<file path="config.mk">
export PLATFORM = sky130hd
export DESIGN_NAME = scaled_glyph_pixel_blitter
export DESIGN_NICKNAME = d
export VERILOG_FILES = /design/src/scgb_pkg.sv /design/src/scaled_glyph_pixel_blitter.sv
export SDC_FILE = /design/constraint.sdc
export NUM_CORES = 1
export LEC_CHECK = 0
export BUFFER_PORTS_ARGS = -buffer_cell sky130_fd_sc_hd__buf_2
export CORE_ASPECT_RATIO = 1.5
export CORE_MARGIN = 1
export CORE_UTILIZATION = 35
export DETAILED_ROUTE_END_ITERATION = 12
export GPL_TIMING_DRIVEN = 0
export PLACE_DENSITY_LB_ADDON = 0.12
export SLEW_MARGIN = 15
export SYNTH_ARGS = -nofsm -noshare
export SYNTH_HDL_FRONTEND = slang
export SYNTH_SLANG_ARGS = --single-unit
</file>
<file path="constraint.sdc">
create_clock -name clk -period 12.38 [get_ports clk]
set_input_delay 2.476 -clock clk [delete_from_list [all_inputs] [get_ports clk]]
set_output_delay 2.476 -clock clk [all_outputs]
set_load 0.1 [all_outputs]
</file>
<file path="src/scgb_pkg.sv">
`timescale 1ns / 1ps
`default_nettype none

package scgb_pkg;

    // field and register widths
    localparam int COORD_W   = 16;
    localparam int PIX_W     = 12;
    localparam int OFS_W     = 26;
    localparam int VAL_W     = 32;
    localparam int COLOR_W   = 24;
    localparam int CFG_W     = 24;
    localparam int CFG_IDX_W = 3;
    localparam int FMT_W     = 1;
    localparam int MASK_W    = 4;
    localparam int GLYPH_W   = 6;
    localparam int ZOOM_IN_W = 8;
    localparam int PLANE_W   = 2;

    // zoom range and the rows of one scaled pixel
    localparam int MAX_ZOOM = 4;
    localparam int ZOOM_W   = $clog2(MAX_ZOOM + 1);
    localparam int ROWS     = MAX_ZOOM;
    localparam int DY_W     = $clog2(ROWS);

    // register indexes
    localparam logic [CFG_IDX_W-1:0] REG_FRAME_WIDTH  = 3'd0;
    localparam logic [CFG_IDX_W-1:0] REG_FRAME_HEIGHT = 3'd1;
    localparam logic [CFG_IDX_W-1:0] REG_PIXEL_FORMAT = 3'd2;
    localparam logic [CFG_IDX_W-1:0] REG_PLANE_MASK   = 3'd3;
    localparam logic [CFG_IDX_W-1:0] REG_INK_COLOR    = 3'd4;
    localparam logic [CFG_IDX_W-1:0] REG_SHADE_COLOR  = 3'd5;
    localparam logic [CFG_IDX_W-1:0] REG_ACCENT_COLOR = 3'd6;

    // register reset values
    localparam logic [PIX_W-1:0]   RST_FRAME_WIDTH  = 12'd320;
    localparam logic [PIX_W-1:0]   RST_FRAME_HEIGHT = 12'd240;
    localparam logic [FMT_W-1:0]   RST_PIXEL_FORMAT = 1'b0;
    localparam logic [MASK_W-1:0]  RST_PLANE_MASK   = 4'he;
    localparam logic [COLOR_W-1:0] RST_INK_COLOR    = 24'hffffff;
    localparam logic [COLOR_W-1:0] RST_SHADE_COLOR  = 24'ha0a0a0;
    localparam logic [COLOR_W-1:0] RST_ACCENT_COLOR = 24'hffffff;

    // pixel formats
    localparam logic [FMT_W-1:0] FMT_RGB565   = 1'b0;
    localparam logic [FMT_W-1:0] FMT_RGBA8888 = 1'b1;

    // palette planes
    localparam logic [PLANE_W-1:0] PLANE_CLEAR  = 2'd0;
    localparam logic [PLANE_W-1:0] PLANE_INK    = 2'd1;
    localparam logic [PLANE_W-1:0] PLANE_SHADE  = 2'd2;

    localparam logic [7:0] ALPHA_OPAQUE = 8'hff;

    // one scaled glyph pixel, ready to walk
    typedef struct packed {
        logic [PIX_W-1:0]  x0;
        logic [PIX_W-1:0]  x1;
        logic [PIX_W-1:0]  ybase;
        logic [ROWS-1:0]   rows;
        logic [VAL_W-1:0]  value;
        logic              wide;
    } walk_t;

    // pack a 24-bit color into the surface format
    function automatic logic [VAL_W-1:0] encode_color(
        input logic [COLOR_W-1:0] rgb,
        input logic [FMT_W-1:0]   fmt
    );
        logic [7:0] r;
        logic [7:0] g;
        logic [7:0] b;
        r = rgb[23:16];
        g = rgb[15:8];
        b = rgb[7:0];
        if (fmt == FMT_RGB565)
        begin
            return {16'h0000, r[7:3], g[7:2], b[7:3]};
        end
        return {ALPHA_OPAQUE, b, g, r};
    endfunction

    // index of the lowest set row
    function automatic logic [DY_W-1:0] lowest_row(input logic [ROWS-1:0] m);
        logic [DY_W-1:0] r;
        r = '0;
        for (int i = ROWS - 1; i >= 0; i--)
        begin
            if (m[i])
            begin
                r = DY_W'(i);
            end
        end
        return r;
    endfunction

endpackage

`default_nettype wire

</file>
<file path="src/scaled_glyph_pixel_blitter.sv">
`timescale 1ns / 1ps
`default_nettype none

// Expands one decoded glyph pixel into a clipped square of framebuffer writes.
// An item that draws nothing (clear or masked plane, or fully clipped) gives
// no writes; a drawn item gives one write per pixel that survives clipping,
// at most zoom*zoom, so up to 16 writes at zoom 4. The write walker emits one
// write a cycle and takes the next item in the same cycle as the last write of
// the current one. Writes come row by row, left to right, with last set on the
// final one. Results leave through an output register, and the walker stalls
// while a write waits there to be taken; the byte offset comes from one
// 12x12 multiply in front of that register. Configuration is sampled at
// accept, except the frame width, which is read as each offset is formed, so
// it must only change while the block is idle.
module scaled_glyph_pixel_blitter (
    input  logic                                   clk,
    input  logic                                   rst_n,
    input  logic                                   cfg_write,
    input  logic [scgb_pkg::CFG_IDX_W-1:0]         cfg_index,
    input  logic [scgb_pkg::CFG_W-1:0]             cfg_data,
    input  logic                                   in_valid,
    output logic                                   in_ready,
    input  logic signed [scgb_pkg::COORD_W-1:0]    glyph_left,
    input  logic signed [scgb_pkg::COORD_W-1:0]    glyph_top,
    input  logic [scgb_pkg::GLYPH_W-1:0]           column,
    input  logic [scgb_pkg::GLYPH_W-1:0]           row_index,
    input  logic [scgb_pkg::ZOOM_IN_W-1:0]         zoom,
    input  logic [scgb_pkg::PLANE_W-1:0]           plane,
    output logic                                   out_valid,
    input  logic                                   out_ready,
    output logic [scgb_pkg::PIX_W-1:0]             pixel_x,
    output logic [scgb_pkg::PIX_W-1:0]             pixel_y,
    output logic [scgb_pkg::OFS_W-1:0]             byte_offset,
    output logic [scgb_pkg::VAL_W-1:0]             pixel_value,
    output logic                                   last
);
    import scgb_pkg::*;

    localparam int OFF_W = GLYPH_W + ZOOM_W;
    localparam int LIN_W = 2 * PIX_W + 1;

    logic [PIX_W-1:0]   frame_width_reg;
    logic [PIX_W-1:0]   frame_height_reg;
    logic [FMT_W-1:0]   pixel_format_reg;
    logic [MASK_W-1:0]  plane_mask_reg;
    logic [COLOR_W-1:0] ink_color_reg;
    logic [COLOR_W-1:0] shade_color_reg;
    logic [COLOR_W-1:0] accent_color_reg;

    logic [ZOOM_W-1:0]  zoom_c;
    logic [OFF_W-1:0]   col_off;
    logic [OFF_W-1:0]   row_off;
    logic [COORD_W-1:0] x_start;
    logic [COORD_W-1:0] x_end;
    logic [COORD_W-1:0] x_lo;
    logic [COORD_W-1:0] x_hi;
    logic [COORD_W-1:0] y_start;
    logic [COORD_W-1:0] y_row [ROWS];
    logic [ROWS-1:0]    rows_ok;
    logic               x_ok;
    logic               plane_ok;
    logic               draws;
    logic [COLOR_W-1:0] color_sel;
    walk_t              desc;

    logic               walk_valid_reg;
    logic               walk_valid_next;
    walk_t              walk_reg;
    walk_t              walk_next;
    logic [PIX_W-1:0]   cur_x_reg;
    logic [PIX_W-1:0]   cur_x_next;
    logic [DY_W-1:0]    cur_dy_reg;
    logic [DY_W-1:0]    cur_dy_next;
    logic [ROWS-1:0]    rows_above;
    logic               row_end;
    logic               item_done;
    logic               step;
    logic               in_fire;
    logic               load;

    logic [PIX_W-1:0]   py;
    logic [2*PIX_W-1:0] prod;
    logic [LIN_W-1:0]   lin;
    logic [OFS_W-1:0]   offset;

    logic               out_valid_reg;
    logic               out_valid_next;
    logic [PIX_W-1:0]   pixel_x_reg;
    logic [PIX_W-1:0]   pixel_y_reg;
    logic [OFS_W-1:0]   byte_offset_reg;
    logic [VAL_W-1:0]   pixel_value_reg;
    logic               last_reg;

    // configuration registers
    always_ff @(posedge clk or negedge rst_n)
    begin
        if (!rst_n)
        begin
            frame_width_reg  <= RST_FRAME_WIDTH;
            frame_height_reg <= RST_FRAME_HEIGHT;
            pixel_format_reg <= RST_PIXEL_FORMAT;
            plane_mask_reg   <= RST_PLANE_MASK;
            ink_color_reg    <= RST_INK_COLOR;
            shade_color_reg  <= RST_SHADE_COLOR;
            accent_color_reg <= RST_ACCENT_COLOR;
        end
        else if (cfg_write)
        begin
            case (cfg_index)
                REG_FRAME_WIDTH:  frame_width_reg  <= cfg_data[PIX_W-1:0];
                REG_FRAME_HEIGHT: frame_height_reg <= cfg_data[PIX_W-1:0];
                REG_PIXEL_FORMAT: pixel_format_reg <= cfg_data[FMT_W-1:0];
                REG_PLANE_MASK:   plane_mask_reg   <= cfg_data[MASK_W-1:0];
                REG_INK_COLOR:    ink_color_reg    <= cfg_data[COLOR_W-1:0];
                REG_SHADE_COLOR:  shade_color_reg  <= cfg_data[COLOR_W-1:0];
                REG_ACCENT_COLOR: accent_color_reg <= cfg_data[COLOR_W-1:0];
                default:
                begin
                end
            endcase
        end
    end

    // clamp zoom and place the scaled pixel, with 16-bit wrap
    always_comb
    begin
        if (zoom == '0)
        begin
            zoom_c = ZOOM_W'(1);
        end
        else if (zoom > ZOOM_IN_W'(MAX_ZOOM))
        begin
            zoom_c = ZOOM_W'(MAX_ZOOM);
        end
        else
        begin
            zoom_c = zoom[ZOOM_W-1:0];
        end
        col_off = OFF_W'(column) * OFF_W'(zoom_c);
        row_off = OFF_W'(row_index) * OFF_W'(zoom_c);
        x_start = COORD_W'(glyph_left) + COORD_W'(col_off);
        x_end   = x_start + COORD_W'(zoom_c);
        y_start = COORD_W'(glyph_top) + COORD_W'(row_off);
    end

    // horizontal clip
    always_comb
    begin
        x_lo = x_start[COORD_W-1] ? '0 : x_start;
        if (x_end > COORD_W'(frame_width_reg))
        begin
            x_hi = COORD_W'(frame_width_reg);
        end
        else
        begin
            x_hi = x_end;
        end
        x_ok = !x_end[COORD_W-1] && (x_lo < x_hi);
    end

    // vertical clip, one bit per row of the square
    always_comb
    begin
        for (int dy = 0; dy < ROWS; dy++)
        begin
            y_row[dy] = y_start + COORD_W'(dy);
            rows_ok[dy] = (ZOOM_W'(dy) < zoom_c) && !y_row[dy][COORD_W-1]
                && (y_row[dy] < COORD_W'(frame_height_reg));
        end
    end

    // plane test and color
    always_comb
    begin
        plane_ok = (plane != PLANE_CLEAR) && plane_mask_reg[plane];
        case (plane)
            PLANE_INK:   color_sel = ink_color_reg;
            PLANE_SHADE: color_sel = shade_color_reg;
            default:     color_sel = accent_color_reg;
        endcase
        desc.x0    = x_lo[PIX_W-1:0];
        desc.x1    = x_hi[PIX_W-1:0];
        desc.ybase = y_start[PIX_W-1:0];
        desc.rows  = rows_ok;
        desc.value = encode_color(color_sel, pixel_format_reg);
        desc.wide  = (pixel_format_reg == FMT_RGBA8888);
        draws      = plane_ok && x_ok && (|rows_ok);
    end

    // walker handshake
    always_comb
    begin
        for (int i = 0; i < ROWS; i++)
        begin
            rows_above[i] = walk_reg.rows[i] && (DY_W'(i) > cur_dy_reg);
        end
        row_end   = (PIX_W'(cur_x_reg + PIX_W'(1)) == walk_reg.x1);
        item_done = row_end && !(|rows_above);
        step      = walk_valid_reg && (!out_valid_reg || out_ready);
        in_ready  = !walk_valid_reg || (step && item_done);
        in_fire   = in_valid && in_ready;
        load      = in_fire && draws;
    end

    // walker next state
    always_comb
    begin
        walk_valid_next = walk_valid_reg;
        walk_next       = walk_reg;
        cur_x_next      = cur_x_reg;
        cur_dy_next     = cur_dy_reg;
        if (load)
        begin
            walk_valid_next = 1'b1;
            walk_next       = desc;
            cur_x_next      = desc.x0;
            cur_dy_next     = lowest_row(desc.rows);
        end
        else if (step)
        begin
            if (item_done)
            begin
                walk_valid_next = 1'b0;
            end
            else if (row_end)
            begin
                cur_x_next  = walk_reg.x0;
                cur_dy_next = lowest_row(rows_above);
            end
            else
            begin
                cur_x_next = PIX_W'(cur_x_reg + PIX_W'(1));
            end
        end
    end

    always_ff @(posedge clk or negedge rst_n)
    begin
        if (!rst_n)
        begin
            walk_valid_reg <= 1'b0;
        end
        else
        begin
            walk_valid_reg <= walk_valid_next;
        end
    end

    always_ff @(posedge clk)
    begin
        walk_reg   <= walk_next;
        cur_x_reg  <= cur_x_next;
        cur_dy_reg <= cur_dy_next;
    end

    // byte offset of the current write
    always_comb
    begin
        py   = PIX_W'(walk_reg.ybase + PIX_W'(cur_dy_reg));
        prod = py * frame_width_reg;
        lin  = LIN_W'(prod) + LIN_W'(cur_x_reg);
        if (walk_reg.wide)
        begin
            offset = OFS_W'({lin, 2'b00});
        end
        else
        begin
            offset = OFS_W'({lin, 1'b0});
        end
    end

    // output register
    always_comb
    begin
        if (step)
        begin
            out_valid_next = 1'b1;
        end
        else if (out_ready)
        begin
            out_valid_next = 1'b0;
        end
        else
        begin
            out_valid_next = out_valid_reg;
        end
    end

    always_ff @(posedge clk or negedge rst_n)
    begin
        if (!rst_n)
        begin
            out_valid_reg <= 1'b0;
        end
        else
        begin
            out_valid_reg <= out_valid_next;
        end
    end

    always_ff @(posedge clk)
    begin
        if (step)
        begin
            pixel_x_reg     <= cur_x_reg;
            pixel_y_reg     <= py;
            byte_offset_reg <= offset;
            pixel_value_reg <= walk_reg.value;
            last_reg        <= item_done;
        end
    end

    assign out_valid   = out_valid_reg;
    assign pixel_x     = pixel_x_reg;
    assign pixel_y     = pixel_y_reg;
    assign byte_offset = byte_offset_reg;
    assign pixel_value = pixel_value_reg;
    assign last        = last_reg;

`ifndef SYNTHESIS
    // walker column stays inside the clipped span
    a_x_in_span: assert property (@(posedge clk) disable iff (!rst_n)
        walk_valid_reg |-> (cur_x_reg >= walk_reg.x0) && (cur_x_reg < walk_reg.x1))
        else $error("walker column outside clipped span");

    // walker only visits rows that survived clipping
    a_row_live: assert property (@(posedge clk) disable iff (!rst_n)
        walk_valid_reg |-> walk_reg.rows[cur_dy_reg])
        else $error("walker on a clipped row");

    // the final write frees the walker unless a new item enters
    a_done_frees: assert property (@(posedge clk) disable iff (!rst_n)
        (step && item_done && !load) |=> !walk_valid_reg)
        else $error("walker busy after final write");

    // a drawn item starts at its left edge
    a_load_start: assert property (@(posedge clk) disable iff (!rst_n)
        load |=> walk_valid_reg && (cur_x_reg == walk_reg.x0))
        else $error("walker did not start at left edge");
`endif

endmodule

`default_nettype wire

</file>
==> results.ini <==
[floorplan]
core_area_um2 = 58000
pin_count = 171
fp.dieW_um = 200
die_y_um = 299
dieArea_um2 = 59700
start_util_pct = 35.4
rows = 108

[flow_run]
drv_cap = 0

[worst_setup_path]
endpoint_kind = register
reg2reg_to = byte_offset[24]
slowest_stage = or4b_1
crit_top_cell = a21oi_1
crit_required_ns = 12.61
r2r_slack_ns = 4.54
r2r-start = cur_dy_reg[0]
worstSetupStartpointType = input port
ff2ff_path_depth = 26
cp_data_arrival_time_ns = 11.98
critical_path_class = input port to register
crit_fanout = 64
critical-path-max-stage-delay_ns = 0.57
cp-startpoint = zoom[6]

[synth]
synth_area_um2 = 20500
synthAdderAreaFrac_pct = 24.2
yosysTopAreaCell = edfxtp_1
synthSimpleGateAreaFrac_pct = 12.8
synthTopCellsByArea = edfxtp_1 (22%), fa_1 (13%), ha_1 (11%), dfstp_2 (8.1%), mux2_2 (5.4%)
synth-edff-count = 153
netlist.area_leader.share_pct = 22.4
synth_compound_area_share_pct = 9.12
synth_top_family_by_area = adder cells
yosys_warnings = 0
yosysSeqAreaShare_pct = 35.3
synth_xor_area_share_pct = 5.19
synthFlopType = edfxtp_1
postSynthAreaPerCell_um2 = 10.5
synthArstFlopShare_pct = 40.2
postSynthCellCount = 1949
ys_seq_elements = 256
synth_cell_types = 93
synth.area.mux_share_pct = 7.38

[power_and_ir_drop]
p_total_mw = 6.17
ir_drop_v = 0.000228
p_leak_nw = 10.2
power.density_nw_per_um2 = 265

[sta]
timing.final.crit_share_pct = 94.9
hold_viol = 0
setup_violations = 0
tightest_slew_ns = 1.14
timing.fmax_mhz = 85.1
slew_violations = 0
maxSlewHeadroom_pct = 23.7
fin_skew_ns = 0.0230
fin_crit_ns = 11.75
rsz0062_at_grt = false

[place]
place.gp.congestion = 0.894
placedInstanceArea_um2 = 22400
dp_hpwl_um = 47100
port_buffers = 165

[clock_tree]
ctsHoldBuffers = 0
cts_post_setup_buffers_inserted = 0
cts_made_buffers = 27
cts_buffer_depth = 3
cts_root_buf = clkbuf_16
cts_sinks = 256
insertion_delay_ns = 0.58
path_clk_slew_ns = 0.06
cts_htree_levels = 1
tritoncts = yes

[global_routing]
antenna_found_initial = 0
grt_max_degree = 86
grt_first_pass_wirelength_um = 88000
grtUsageTotal_pct = 19.6
overflow = 0
first_global_vias = 15300

[drt]
detail_route.iter0.violations = 458
wl_per_cell_um = 19.5
wl_met2_um = 30000
via_per_inst = 4.96
drt_pre_antenna_iters = 5
wl_met3_um = 1490
remaining_drc_errors = 0
wl_um = 57300
vias = 14600
dr.max_layer_used = met4
met1Wirelength_um = 23200
ant_nets = 0

[finish]
largest_register_ffs = 64
multiInputGateArea_um2 = 12100
layout_common_cells = inv_1 (230), nand2_1 (219), ha_1 (179)
layout_commonest_cell = inv_1
fin_area_um2 = 23300
fillCellCount = 5776
regArea_um2 = 7250
antenna_cells = 0
area_delta_synth_final_pct = 13.5
drive_gt1_share_pct = 19.4
nNetsFinal = 2547

[outcome]
outcome = finished, final reports clean

[min_path]
worstHoldPathCells = 0
hold_path_end = pixel_value[16]
hp-class = register to register
hold_start = walk_reg[17]

-- how the worst max path moves through the flow --
stage / to / slack [ns] / cells past startpoint
6_report: walk_reg[23] / 0.63 / 38
5_1_grt: walk_reg[4] / 0.08 / 38
4_1_cts: cur_x_reg[0] / -0.06 / 38
3_5_place_dp: walk_reg[16] / -1.05 / 38
3_3_place_gp: walk_reg[16] / -1.39 / 38
2_1_floorplan: walk_reg[10] / 0.90 / 37
-- final cells by class --
type | instances | share of cell area, %
well taps | 770 | 4.13
flip-flops and latches | 256 | 31.1
multi-input cells | 1383 | 51.9
clock buffers | 38 | 3.21
clock inverters | 11 | 0.520
inverters | 231 | 3.77
repair buffers | 167 | 3.80
plain buffers | 80 | 1.57
-- power breakdown --
group	total [mW]	switching [mW]	internal, mW
Clock	0.816	0.352	0.464
Sequential	1.38	0.110	1.27
Combinational	3.98	2.43	1.55
Total	6.17	2.89	3.28
-- synthesized netlist by cell type (all sizes together) (6+ instances only) --
cell type and count:
mux2i 28, nand2b 14, nor4 12, nor2 66, xor2 37, o211ai 12, clkbuf 64, nand2 220
or3 6, nand4 18, mux2 107, fa 136, a21oi 61, nor3 23, ha 179, dfrtp 40
dfstp 63, a2111oi 6, inv 231, o21a 6, or2 11, edfxtp 153, nor2b 18, and2 65
a31oi 12, a22oi 25, xnor2 81, and3 23, nand3 24, a21o 24, buf 17, o21ai 89
-- per-layer routing --
metal	up-vias	GRT usage (%)
met2	259	35.9
met5	-	0
met3	88	1.64
li1	7041	-
met4	0	8.47
met1	7171	22.9
-- critical path, delay by kind of cell --
family | cells | cell delay (ns)
xor gates and xnor gates | 2 | 0.52
buffers and inverters | 9 | 1.50
muxes | 1 | 0.41
adders and majority gates | 5 | 2.11
and+or+nand+nor | 11 | 2.80
AOI/OAI and AO/OA | 10 | 2.07
-- through the flow --
step	utilization [%]	hold slack (ns)	setup TNS (ns)	worst slack, ns	instances
6_report	40.2	0.406	0	0.631	2936
5_1_grt	40.2	0.407	0	0.0759	2936
4_1_cts	40.2	0.411	-3.10	-0.0581	2937
3_5_place_dp	38.7	0.405	-87.25	-1.05	2888
3_3_place_gp	38.5	0.406	-106.45	-1.39	2886
2_1_floorplan	-	0.400	0	0.904	1951
-- cells by family after synthesis --
logic type,Yosys count
other,2
AO/OA/AOI/OAI,282
flip-flops,256
buffers and inverters,312
adder cells (fa/ha/maj),315
multiplexers,136
XOR/XNOR,118
AND/OR/NAND/NOR,528
-- what timing repair did --
| action | in CTS | in global routing |
|---|---|---|
| setup endpoints to repair | 80 | 91 |
| gates cloned | 0 | 0 |
| gates resized for setup | 3 | 11 |
| pin swaps | 0 | 0 |
| hold endpoints to repair | 0 | 0 |
Note: power is estimated with default switching activity, not from simulation.
